File: config.mk
export PLATFORM = sky130hd
export DESIGN_NAME = tsle_queue
export DESIGN_NICKNAME = d
export VERILOG_FILES = /design/src/rtl/tsle_pkg.sv /design/src/rtl/tsle_queue.sv
export SDC_FILE = /design/constraint.sdc
export NUM_CORES = 1
export LEC_CHECK = 0
export BUFFER_PORTS_ARGS = -buffer_cell sky130_fd_sc_hd__buf_2
export CORE_ASPECT_RATIO = 1.1
export CORE_MARGIN = 3
export CORE_UTILIZATION = 64
export CTS_BUF_LIST = sky130_fd_sc_hd__clkbuf_8
export DETAILED_ROUTE_END_ITERATION = 10
export GPL_ROUTABILITY_DRIVEN = 0
export GPL_TIMING_DRIVEN = 0
export PLACE_DENSITY = 0.9
export SLEW_MARGIN = 15
export SYNTH_ARGS = -nofsm -noshare
export SYNTH_HDL_FRONTEND = slang
export SYNTH_SLANG_ARGS = --single-unit
File: constraint.sdc
create_clock -name i_clk -period 7.9 [get_ports i_clk]
set_clock_uncertainty 0.15 [all_clocks]
set_input_delay 0.79 -clock i_clk [delete_from_list [all_inputs] [get_ports i_clk]]
set_output_delay 0.79 -clock i_clk [all_outputs]
set_load 0.05 [all_outputs]
File: src/rtl/tsle_pkg.sv
// Shared types and constants for the timeline signal layer evaluator.
// No dependencies; every other file refers to this package by scoped names.
package tsle_pkg;

    localparam int FRAME_W     = 31;
    localparam int VALUE_W     = 32;
    localparam int CFG_IDX_W   = 3;
    localparam int QUO_W       = 16;
    localparam int DIV_W       = 33;
    localparam int QUEUE_DEPTH = 4;
    localparam int QPTR_W      = 2;
    localparam int QCNT_W      = 3;

    localparam logic [1:0] OP_TICK   = 2'd0;
    localparam logic [1:0] OP_APPEND = 2'd1;
    localparam logic [1:0] OP_CLEAR  = 2'd2;

    localparam logic [CFG_IDX_W-1:0] CFG_LAYER_MODE   = 3'd0;
    localparam logic [CFG_IDX_W-1:0] CFG_START_FRAME  = 3'd1;
    localparam logic [CFG_IDX_W-1:0] CFG_SPAN_LENGTH  = 3'd2;
    localparam logic [CFG_IDX_W-1:0] CFG_VALUE_SOURCE = 3'd3;
    localparam logic [CFG_IDX_W-1:0] CFG_SOURCE_LOW   = 3'd4;
    localparam logic [CFG_IDX_W-1:0] CFG_SOURCE_HIGH  = 3'd5;
    localparam logic [CFG_IDX_W-1:0] CFG_TARGET_LOW   = 3'd6;
    localparam logic [CFG_IDX_W-1:0] CFG_TARGET_HIGH  = 3'd7;

    localparam logic signed [VALUE_W-1:0] ONE_Q16 = 32'sd65536;

    typedef enum logic [1:0] {
        CMD_APPEND = 2'd0,
        CMD_CLEAR  = 2'd1,
        CMD_TRIG   = 2'd2,
        CMD_EVAL   = 2'd3
    } t_cmd_kind;

    // pos carries the key position for an append, the local frame for an eval
    typedef struct packed {
        t_cmd_kind                   kind;
        logic [FRAME_W-1:0]          pos;
        logic signed [VALUE_W-1:0]   level;
    } t_cmd;

    typedef struct packed {
        logic                        layer_mode;
        logic [FRAME_W-1:0]          start_frame;
        logic [FRAME_W-1:0]          span_length;
        logic                        value_source;
        logic signed [VALUE_W-1:0]   source_low;
        logic signed [VALUE_W-1:0]   source_high;
        logic signed [VALUE_W-1:0]   target_low;
        logic signed [VALUE_W-1:0]   target_high;
    } t_cfg;

endpackage

File: src/rtl/tsle_queue.sv
// Short command queue between front end and back end.
// Depends on tsle_pkg.
module tsle_queue (
    input  logic            i_clk,
    input  logic            i_rst_n,
    input  logic            i_push,
    input  tsle_pkg::t_cmd  i_cmd,
    input  logic            i_pop,
    output tsle_pkg::t_cmd  o_cmd,
    output logic            o_full,
    output logic            o_empty
);
    tsle_pkg::t_cmd                r_slot [tsle_pkg::QUEUE_DEPTH];
    logic [tsle_pkg::QPTR_W-1:0]   r_wr, r_rd;
    logic [tsle_pkg::QCNT_W-1:0]   r_cnt;
    logic                          do_push, do_pop;

    assign o_full  = r_cnt == tsle_pkg::QCNT_W'(tsle_pkg::QUEUE_DEPTH);
    assign o_empty = r_cnt == '0;
    assign o_cmd   = r_slot[r_rd];
    assign do_push = i_push && !o_full;
    assign do_pop  = i_pop && !o_empty;

    always_ff @(posedge i_clk) begin
        if (do_push) begin
            r_slot[r_wr] <= i_cmd;
        end
    end

    always_ff @(posedge i_clk) begin
        if (!i_rst_n) begin
            r_wr  <= '0;
            r_rd  <= '0;
            r_cnt <= '0;
        end else begin
            if (do_push) begin
                r_wr <= r_wr + 1'b1;
            end
            if (do_pop) begin
                r_rd <= r_rd + 1'b1;
            end
            if (do_push && !do_pop) begin
                r_cnt <= r_cnt + 1'b1;
            end else if (do_pop && !do_push) begin
                r_cnt <= r_cnt - 1'b1;
            end
        end
    end
endmodule

==> flow_summary_export.csv <==
group,metric,value,unit
setup_path,end_kind,"output pin",
setup_path,path_buf_inv,3,
sta,finalSetupTns,0,ns
sta,hold-worst-slack,0.339,ns
grt,grt_use_total,21.3,%
sta,slew-limit-headroom,58.6,%
clock_tree,cts_tree,"done",
floorplan,coreArea,15100,um2
floorplan,chipWidth,125,um
setup_path,crit_type,"reg2out",
floorplan,rows,47,
finish,layout_commonest_cell,"edfxtp_1",
sta,finalSetupViolCount,0,
sta,post-route-period-util,37.5,%
power_and_ir_drop,p_leak,3.99,nW
finish,drive_gt1_share,45.2,%
power_and_ir_drop,combPwrFrac,34.2,%
finish,syn2layout_area_growth,17.0,%
floorplan,ios,136,
clock_tree,clock-root-buffer,"clkbuf_8",
hold_path,hold_depth,1,
sta,fmax,337,MHz
finish,fin_area,11600,um2
logic_synthesis,avgSynthCellArea,25.6,um2
power_and_ir_drop,power_density,358,nW/um2
power_and_ir_drop,power,0.00415,W
clock_tree,path_clk_slew,0.06,ns
clock_tree,h-tree-depth,2,
setup_path,max_stage_delay,0.36,ns
setup_path,cpMostUsedCell,"buf_2",
grt,grt_max_degree,35,
logic_synthesis,async_reset_ff_share,0,%
logic_synthesis,ys_seq_area_share,80.6,%
clock_tree,cts_sinks,269,
routing,wl_per_cell,21.8,um
routing,drc_errors,0,
sta,rsz0062_at_grt,"false",
floorplan,fp.dieH,136,um
setup_path,worstSetupPathDepth,4,
clock_tree,clock_latency,0.50,ns
clock_tree,postCtsSetupRepairBufs,0,
setup_path,crit_slowest_cell,"mux4_2",
grt,grt_pass1_vias,4946,
placed_design,dp_hpwl,10700,um
clock_tree,cts_resized,0,
placed_design,place_area,10900,um2
setup_path,path_max_fanout,10,
routing,final_antenna_net_count,0,
logic_synthesis,syn_area,9910,um2
status,outcome,"finished, final reports clean",
floorplan,dieArea,17000,um2
routing,dr.pass1.iters,5,
routing,viasPerCell,5.81,
logic_synthesis,syn_nets,462,
power_and_ir_drop,clkPwrFrac,22.9,%
sta,worstMarginPinSlew,0.621,ns
logic_synthesis,ys_warn_count,0,
power_and_ir_drop,p_switching,0.00146,W
routing,drt-total-wl,17200,um
logic_synthesis,syn_inst,387,
placed_design,io_buffers,134,
grt,grt_antenna_before_repair,1,
grt,grt_pass1_wl,27400,um
power_and_ir_drop,p_seq_share,42.9,%
logic_synthesis,synth_cell_type_count,24,
logic_synthesis,synth-edff-count,260,
logic_synthesis,ys.flop_type,"edfxtp_1",
finish,final_util,76.7,%
clock_tree,cts_made_buffers,40,
routing,num_vias,4584,
setup_path,critical_path_arrival,2.02,ns
setup_path,worstSetupStartpointType,"flop",
setup_path,cp_cell_sequence,"buf_2 -> buf_2 -> mux4_2 -> buf_2",
clock_tree,clk_path_buf_depth,3,
setup_path,cp.required,6.96,ns
logic_synthesis,ys_seq_elements,269,
setup_path,rr_worst_depth,9,
finish,layout.nets,642,
power_and_ir_drop,p_int,0.00269,W
clock_tree,cts_hold_buf,0,
setup_path,crit_family,"buffers and inverters",
power_and_ir_drop,power.share.switching,35.3,%
routing,dr.first_iter.drc_count,335,
finish,layout_common_cells,"260 x edfxtp_1, 141 x buf_2, 65 x mux4_2, 42 x clkbuf_8, 17 x inv_1",
job,cap_violations,0,
sta,slew_violations,0,
hold_path,hold_path.class,"in2reg",
finish,diodes,0,
grt,grt-ovfl-total,0,
sta,hold_viol,0,
floorplan,initial_core_util,65.6,%
power_and_ir_drop,peakVddDrop,261,uV
sta,period_minus_slack,2.96,ns
-- synth_stat cells, drive strengths merged, types with 2 or more instances --
| master | number | share of area (%) |
|---|---|---|
| mux2i | 3 | 0.30 |
| inv | 3 | 0.11 |
| nand2 | 4 | 0.15 |
| dfxtp | 9 | 1.8 |
| mux4 | 65 | 15 |
| clkbuf | 2 | 0.076 |
| xnor2 | 3 | 0.27 |
| edfxtp | 260 | 79 |
| ha | 5 | 0.63 |
| and2 | 8 | 0.51 |
| buf | 14 | 1.6 |
| nor2b | 2 | 0.13 |
-- path summary, 6_finish.rpt --
kind,startpoint,end,slack (ns)
min,i_cmd[30],r_slot[1][30],0.34
min reg2reg,r_wr[1],r_wr[1],0.36
max reg2reg,r_cnt[0],r_cnt[2],5.34
max,flop,o_cmd[0],4.94
-- routing by layer --
layer  global-route usage, %  part of all wire (%)  vias up
li1                        -                     -     2015
met2                    36.1                    54      191
met4                    7.37                   1.9        2
met3                    5.66                   6.8       30
met1                    27.3                    37     2346
met5                       0                 0.076        -
-- flip-flops by register name, indices dropped and copies added (netlist names), named ones only --
| register | count |
|---|---|
| r_slot | 260 |
| r_cnt | 3 |
| r_rd | 2 |
| r_wr | 2 |
-- logic make-up (layout without fill, tap and decap cells) --
group	Yosys count	in the layout	share of synthesized area, %
fa+ha+maj	6	6	0.834
simple gates	17	17	1.02
xor+xnor	4	4	0.354
buf+inv	19	225	1.74
mux	68	68	15.1
flops	269	269	80.6
compound gates	4	4	0.341
-- area by class of cell --
type                            instances  area (um2)
Sequential cell                       269        7990
Fill cell                             789        3520
Multi-Input combinational cell         99        1760
Timing Repair Buffer                  138         751
Clock buffer                           42         578
Tap cell                              196         245
Buffer                                 16         161
Clock inverter                         26         101
Inverter                                3        11.3
-- power groups by stage --
stage	Clock, W	Sequential, W	Combinational [W]
after global routing	0.00105	0.00179	0.00149
final	0.000951	0.00178	0.00142
after detailed placement	0	0.00181	0.00144
after CTS	0.000978	0.00178	0.00144
after global placement	0	0.00181	0.00140
after floorplan	0	0.00180	0.00113
-- metrics by stage --
step,worst slack [ns],cells
final,4.94,789
after global routing,4.80,789
after CTS,4.86,789
after detailed placement,5.19,721
after global placement,3.56,717
after floorplan,4.71,387
(Power assumes the default switching activity.)
