### src/rtl/tsle_pkg.sv
// Shared types and constants for the timeline signal layer evaluator.
// No dependencies; every other file refers to this package by scoped names.
package tsle_pkg;

    localparam int FRAME_W     = 31;
    localparam int VALUE_W     = 32;
    localparam int CFG_IDX_W   = 3;
    localparam int QUO_W       = 16;
    localparam int DIV_W       = 33;
    localparam int QUEUE_DEPTH = 4;
    localparam int QPTR_W      = 2;
    localparam int QCNT_W      = 3;

    localparam logic [1:0] OP_TICK   = 2'd0;
    localparam logic [1:0] OP_APPEND = 2'd1;
    localparam logic [1:0] OP_CLEAR  = 2'd2;

    localparam logic [CFG_IDX_W-1:0] CFG_LAYER_MODE   = 3'd0;
    localparam logic [CFG_IDX_W-1:0] CFG_START_FRAME  = 3'd1;
    localparam logic [CFG_IDX_W-1:0] CFG_SPAN_LENGTH  = 3'd2;
    localparam logic [CFG_IDX_W-1:0] CFG_VALUE_SOURCE = 3'd3;
    localparam logic [CFG_IDX_W-1:0] CFG_SOURCE_LOW   = 3'd4;
    localparam logic [CFG_IDX_W-1:0] CFG_SOURCE_HIGH  = 3'd5;
    localparam logic [CFG_IDX_W-1:0] CFG_TARGET_LOW   = 3'd6;
    localparam logic [CFG_IDX_W-1:0] CFG_TARGET_HIGH  = 3'd7;

    localparam logic signed [VALUE_W-1:0] ONE_Q16 = 32'sd65536;

    typedef enum logic [1:0] {
        CMD_APPEND = 2'd0,
        CMD_CLEAR  = 2'd1,
        CMD_TRIG   = 2'd2,
        CMD_EVAL   = 2'd3
    } t_cmd_kind;

    // pos carries the key position for an append, the local frame for an eval
    typedef struct packed {
        t_cmd_kind                   kind;
        logic [FRAME_W-1:0]          pos;
        logic signed [VALUE_W-1:0]   level;
    } t_cmd;

    typedef struct packed {
        logic                        layer_mode;
        logic [FRAME_W-1:0]          start_frame;
        logic [FRAME_W-1:0]          span_length;
        logic                        value_source;
        logic signed [VALUE_W-1:0]   source_low;
        logic signed [VALUE_W-1:0]   source_high;
        logic signed [VALUE_W-1:0]   target_low;
        logic signed [VALUE_W-1:0]   target_high;
    } t_cfg;

endpackage

### src/rtl/tsle_req_if.sv
// Request channel of the evaluator: valid/ready plus one input item.
// Depends on tsle_pkg for field widths.
interface tsle_req_if;
    logic                                 valid;
    logic                                 ready;
    logic [1:0]                           op;
    logic [tsle_pkg::FRAME_W-1:0]         previous_frame;
    logic [tsle_pkg::FRAME_W-1:0]         current_frame;
    logic                                 is_playing;
    logic                                 at_break;
    logic [tsle_pkg::FRAME_W-1:0]         key_position;
    logic signed [tsle_pkg::VALUE_W-1:0]  key_level;

    modport source(output valid, op, previous_frame, current_frame, is_playing, at_break,
                   key_position, key_level, input ready);
    modport sink(input valid, op, previous_frame, current_frame, is_playing, at_break,
                 key_position, key_level, output ready);
endinterface

### src/rtl/tsle_front.sv
// Front end: accepts requests, runs trigger / frame-dedup decisions, issues commands.
// Depends on tsle_pkg and tsle_req_if.
module tsle_front (
    input  logic            i_clk,
    input  logic            i_rst_n,
    input  tsle_pkg::t_cfg  i_cfg,
    tsle_req_if.sink        i_req,
    input  logic            i_full,
    output logic            o_push,
    output tsle_pkg::t_cmd  o_cmd
);
    logic                          r_armed, n_armed;
    logic [tsle_pkg::FRAME_W-1:0]  r_last_frame, n_last_frame;
    logic                          r_last_valid, n_last_valid;
    logic                          accept;
    logic [tsle_pkg::FRAME_W:0]    span_end;
    logic                          before_start;
    logic                          in_span;

    // no request is taken while reset is held
    assign i_req.ready  = i_rst_n && !i_full;
    assign accept       = i_req.valid && i_rst_n && !i_full;
    assign span_end     = {1'b0, i_cfg.start_frame} + {1'b0, i_cfg.span_length};
    assign before_start = i_req.current_frame < i_cfg.start_frame;
    assign in_span      = !before_start && ({1'b0, i_req.current_frame} < span_end);

    always_comb begin
        n_armed      = r_armed;
        n_last_frame = r_last_frame;
        n_last_valid = r_last_valid;
        o_push       = 1'b0;
        o_cmd.kind   = tsle_pkg::CMD_CLEAR;
        o_cmd.pos    = i_req.key_position;
        o_cmd.level  = i_req.key_level;
        if (accept) begin
            case (i_req.op)
                tsle_pkg::OP_APPEND: begin
                    o_push     = 1'b1;
                    o_cmd.kind = tsle_pkg::CMD_APPEND;
                end
                tsle_pkg::OP_CLEAR: begin
                    o_push     = 1'b1;
                    o_cmd.kind = tsle_pkg::CMD_CLEAR;
                end
                tsle_pkg::OP_TICK: begin
                    if (!i_cfg.layer_mode) begin
                        // re-arm while parked before start; fire on forward crossing
                        if (i_req.is_playing && !i_req.at_break && !before_start
                            && (i_req.previous_frame < i_cfg.start_frame)
                            && (before_start || r_armed)) begin
                            n_armed    = 1'b0;
                            o_push     = 1'b1;
                            o_cmd.kind = tsle_pkg::CMD_TRIG;
                        end else if (before_start) begin
                            n_armed = 1'b1;
                        end
                    end else if (in_span && i_req.is_playing && !i_req.at_break
                                 && !(r_last_valid
                                      && r_last_frame == i_req.current_frame)) begin
                        n_last_frame = i_req.current_frame;
                        n_last_valid = 1'b1;
                        o_push       = 1'b1;
                        o_cmd.kind   = tsle_pkg::CMD_EVAL;
                        o_cmd.pos    = i_req.current_frame - i_cfg.start_frame;
                    end
                end
                default: begin
                end
            endcase
        end
    end

    always_ff @(posedge i_clk) begin
        if (!i_rst_n) begin
            r_armed      <= 1'b1;
            r_last_frame <= '0;
            r_last_valid <= 1'b0;
        end else begin
            r_armed      <= n_armed;
            r_last_frame <= n_last_frame;
            r_last_valid <= n_last_valid;
        end
    end
endmodule

### src/flat_wrapper.sv
// flat-port wrapper written by rule: the top's interface ports become plain ports
module tsle_front_flat 
  (i_clk, i_rst_n, i_cfg, i_full, o_push, o_cmd, i_req_valid, i_req_op, i_req_previous_frame, i_req_current_frame, i_req_is_playing, i_req_at_break, i_req_key_position, i_req_key_level, i_req_ready);
  tsle_req_if i_req_i ();
  input  logic i_clk;
  input  logic i_rst_n;
  input  tsle_pkg::t_cfg i_cfg;
  input  logic i_full;
  output logic o_push;
  output tsle_pkg::t_cmd o_cmd;
  input wire logic [$bits(i_req_i.valid)-1:0] i_req_valid;
  input wire logic [$bits(i_req_i.op)-1:0] i_req_op;
  input wire logic [$bits(i_req_i.previous_frame)-1:0] i_req_previous_frame;
  input wire logic [$bits(i_req_i.current_frame)-1:0] i_req_current_frame;
  input wire logic [$bits(i_req_i.is_playing)-1:0] i_req_is_playing;
  input wire logic [$bits(i_req_i.at_break)-1:0] i_req_at_break;
  input wire logic [$bits(i_req_i.key_position)-1:0] i_req_key_position;
  input wire logic [$bits(i_req_i.key_level)-1:0] i_req_key_level;
  output wire logic [$bits(i_req_i.ready)-1:0] i_req_ready;
  assign i_req_i.valid = i_req_valid;
  assign i_req_i.op = i_req_op;
  assign i_req_i.previous_frame = i_req_previous_frame;
  assign i_req_i.current_frame = i_req_current_frame;
  assign i_req_i.is_playing = i_req_is_playing;
  assign i_req_i.at_break = i_req_at_break;
  assign i_req_i.key_position = i_req_key_position;
  assign i_req_i.key_level = i_req_key_level;
  assign i_req_ready = i_req_i.ready;
  tsle_front u_core (.i_clk(i_clk), .i_rst_n(i_rst_n), .i_cfg(i_cfg), .i_req(i_req_i), .i_full(i_full), .o_push(o_push), .o_cmd(o_cmd));
endmodule
### config.mk
export PLATFORM = sky130hd
export DESIGN_NAME = tsle_front_flat
export DESIGN_NICKNAME = d
export VERILOG_FILES = /design/src/rtl/tsle_pkg.sv /design/src/rtl/tsle_req_if.sv /design/src/rtl/tsle_front.sv /design/src/flat_wrapper.sv
export SDC_FILE = /design/constraint.sdc
export NUM_CORES = 1
export LEC_CHECK = 0
export ABC_AREA = 1
export BUFFER_PORTS_ARGS = -buffer_cell sky130_fd_sc_hd__buf_2
export CORE_AREA = 2 2 151 153
export CTS_BUF_LIST = sky130_fd_sc_hd__clkbuf_2
export DETAILED_ROUTE_END_ITERATION = 16
export DIE_AREA = 0 0 153 155
export RECOVER_POWER = 25
export SYNTH_ARGS = -nofsm -noshare
export SYNTH_HDL_FRONTEND = slang
export SYNTH_SLANG_ARGS = --single-unit
### constraint.sdc
create_clock -name i_clk -period 9.9 [get_ports i_clk]
set_clock_uncertainty 0.05 [all_clocks]
set_input_delay 0.99 -clock i_clk [delete_from_list [all_inputs] [get_ports i_clk]]
set_output_delay 0.99 -clock i_clk [all_outputs]
set_load 0.005 [all_outputs]
==> reports/results.ini <==
[status]
status=finished clean

[clock_tree]
clock_latency_ns=0.42
cts_hold_buf=0
post_cts_buffers=0
h-tree-depth=2
clk_pin_slew_ns=0.20
cts_buffers=5
cts_resized=0
cts_root_buf=clkbuf_2
cts_tree=built
cts.sinks=33
max-clock-path-buffers=2

[final_layout]
final_area_sq_um=8740
layout.nets=1937
areaGrowthSynthToFinish_pct=13.8
drive_gt1_share_pct=15.2
num-fill-cells=2482

[sta]
min_period_over_period_pct=72.9
maxSlewViolCount=0
holdWs_ns=0.471
period_minus_slack_ns=7.22
setup_viol=0
fin_tns_setup_ns=0
slew_headroom_pct=34.4
worst_pin_slew_ns=0.981
timing.fmax_mhz=139
grt_setup_unrepaired=no
hold_viol_final=0

[setup_path]
crit_path_start_kind=primary input
reg2reg_slack_ns=7.03
critPathKind=in2out
crit_fanout=40
arrival_ns=6.18
r2r_cells=14
reg2reg_from=u_core.r_last_frame[23]
crit_required_ns=8.86
reg2reg_to=u_core.r_last_frame[7]
end_kind=output pin

[detailed_routing]
routed_via_density=4.85
wl_um=25700
post-route-drc-count=0
drt_first_pass_iters=8
wire_per_inst_um=14.5
wl_met2_um=11200
wl_met1_um=12800
num_vias=8591
drtIter0Drc=503
routed.top_layer=met4
ant_nets=0
met3_length_um=1280

[synthesis]
yosys-top-cells-area=ha_1 (20%), nand2_1 (20%), inv_1 (8.8%)
yosysSeqAreaShare_pct=8.60
synth_top_area_share_pct=20.4
synth_top_family_by_area=simple AND/OR/NAND/NOR gates
syn-num-nets=1781
synth_area_sq_um=7680
yosysTopAreaCell=ha_1
synthCells=1329
synth_xor_area_share_pct=6.84
synth_compound_area_share_pct=13.5
ys_warn_count=0
synth.area.mux_share_pct=0
synthSimpleGateAreaFrac_pct=36.5
synth-adder-area-share_pct=20.9
ys_ff_latch=33
yosysUniqueCellTypes=39
avgSynthCellArea_sq_um=5.78

[floorplanning]
fp.dieW_um=153
core_sq_um=22200
rows=55
dieArea_sq_um=23700
die_y_um=155
initial_core_util_pct=34.6
top_level_ports=392

[pwr]
swShare_pct=49.4
p_int_mw=0.312
pwr-share-seq_pct=21.6
power.leakage_nw=5.12
peakVddDrop_mv=0.0312
p_per_area_nw_per_um2=70.6
combPwrFrac_pct=67.4
power.switching_mw=0.305
clockPowerShare_pct=10.9

[min_path]
min-delay-path-class=reg2reg
min_to=u_core.r_last_valid
hold_path_depth=2
worstHoldStart=u_core.r_last_valid

[global_route]
track_usage_pct=20.8
grt_pass1_wl_um=39900
gr-total-overflow=0
antenna_found_initial=1
grt_pass1_vias=7919
grt_max_degree=64

[placed_design]
gp_congestion=0.927
dp_hpwl_um=22500
placed_area_sq_um=8700
port_buffers=198

[run]
maxCapViolCount=0

## through the flow
stage / total power [mW] / utilization, % / setup slack, ns / std cells
final: 0.617 / 39.3 / 2.68 / 1771
after global routing: 0.679 / 39.3 / 2.30 / 1771
after CTS: 0.618 / 39.3 / 2.76 / 1770
after detailed placement: 0.549 / 39.2 / 2.76 / 1763
after global placement: 0.544 / 39.2 / 2.84 / 1763
after floorplan: 0.426 / - / 4.84 / 1329
## cells by family after synthesis
group	Yosys count
adder cells (fa/ha/maj)	127
XOR/XNOR	60
buffers and inverters	238
flip-flops	33
AND/OR/NAND/NOR	683
AO/OA/AOI/OAI	188
## power by group through the flow
stage / combinational, mW / clock (mW) / sequential (mW)
3_5_place_dp: 0.413 / 0 / 0.136
2_1_floorplan: 0.290 / 0 / 0.136
6_report: 0.416 / 0.0675 / 0.133
4_1_cts: 0.415 / 0.0688 / 0.133
3_3_place_gp: 0.408 / 0 / 0.136
5_1_grt: 0.472 / 0.0731 / 0.134
## worst max-delay path by stage
stage | start | end | depth (start not counted)
6_report | i_cfg[166] | o_cmd[32] | 20
5_1_grt | i_cfg[166] | o_cmd[32] | 20
4_1_cts | i_cfg[166] | o_cmd[32] | 20
3_5_place_dp | i_cfg[166] | o_cmd[32] | 20
3_3_place_gp | i_cfg[166] | o_cmd[32] | 20
2_1_floorplan | i_cfg[132] | o_cmd[38] | 23
## worst max-delay path, stage by stage
cell	delay, ns
buf_2	0.11
ha_1	0.37
nand2_1	0.12
nor3_2	0.12
nand2_1	0.08
nand2_2	0.13
a21oi_1	0.11
o21ai_0	0.53
a21boi_0	0.32
o21ai_0	0.38
xnor2_1	0.17
ha_1	0.27
a21oi_1	0.15
o21ai_0	0.08
nor2_1	0.10
nand2_1	0.07
nand3_1	0.72
nand4_4	0.70
o21ai_1	0.45
buf_2	0.18
## layout by cell type (no fill, tap or decap), types with 4 or more instances in the layout
cell type,synthesis,final
o21ai_0,41,41
clkbuf_2,0,6
nor2_1,171,171
nand2_1,406,406
a31oi_1,10,10
nor4_1,6,6
nand3_1,32,32
a21boi_0,5,5
xor2_1,37,37
o21bai_1,4,4
dfxtp_1,33,33
o21ai_1,13,13
nand4_1,39,39
nand2_2,4,4
inv_2,7,7
o21a_1,6,6
xnor2_1,23,23
buf_2,7,198
nand3b_1,5,5
nor3_1,11,11
a21o_1,7,7
ha_1,125,125
inv_1,180,180
a21oi_1,94,94
## layout make-up
type                    count  area (sq um)  area share [%]
diodes                      1          2.50          0.0286
clock buffers               6          30.0           0.344
clock inverters             1          3.75          0.0429
inverters                 187           702            8.03
multi-input cells        1058          5980            68.4
flip-flops and latches     33           661            7.56
well taps                 285           357            4.08
repair buffers            200          1010            11.5
## per-layer routing
layer	vias up	global-route usage, %
met5	-	0
met4	0	4.59
met3	28	1.39
met2	231	34.2
met1	3761	30.0
li1	4571	-
## state kept, by name, indices dropped and copies added (netlist names)
signal and flops:
u_core.r_last_frame 31, u_core.r_armed 1, u_core.r_last_valid 1
## synth_stat cells
| library cell | count |
|---|---|
| nand4_2 | 1 |
| nand3_1 | 32 |
| xnor2_1 | 23 |
| ha_1 | 125 |
| a211oi_1 | 2 |
| o21ai_1 | 13 |
| dfxtp_1 | 33 |
| nor2_2 | 1 |
| buf_4 | 36 |
| xor2_1 | 37 |
| nor4_1 | 6 |
| a21boi_0 | 5 |
| nor2_4 | 1 |
| nand2_2 | 4 |
| nor2_1 | 171 |
| and3_1 | 2 |
| nor3b_2 | 1 |
| fa_1 | 2 |
| a21oi_1 | 94 |
| o211a_1 | 1 |
| inv_2 | 7 |
| nor3_1 | 11 |
| o21ai_2 | 1 |
| inv_1 | 180 |
| o221ai_1 | 2 |
| o31ai_1 | 2 |
| nand4_1 | 39 |
| clkbuf_1 | 6 |
| o21bai_1 | 4 |
| nand3b_1 | 5 |
| a31oi_1 | 10 |
| or2_2 | 1 |
| o21ai_0 | 41 |
| buf_6 | 2 |
| o21a_1 | 6 |
| nor3_2 | 2 |
| a21o_1 | 7 |
| nand2_1 | 406 |
| buf_2 | 7 |
(Power assumes the default switching activity.)
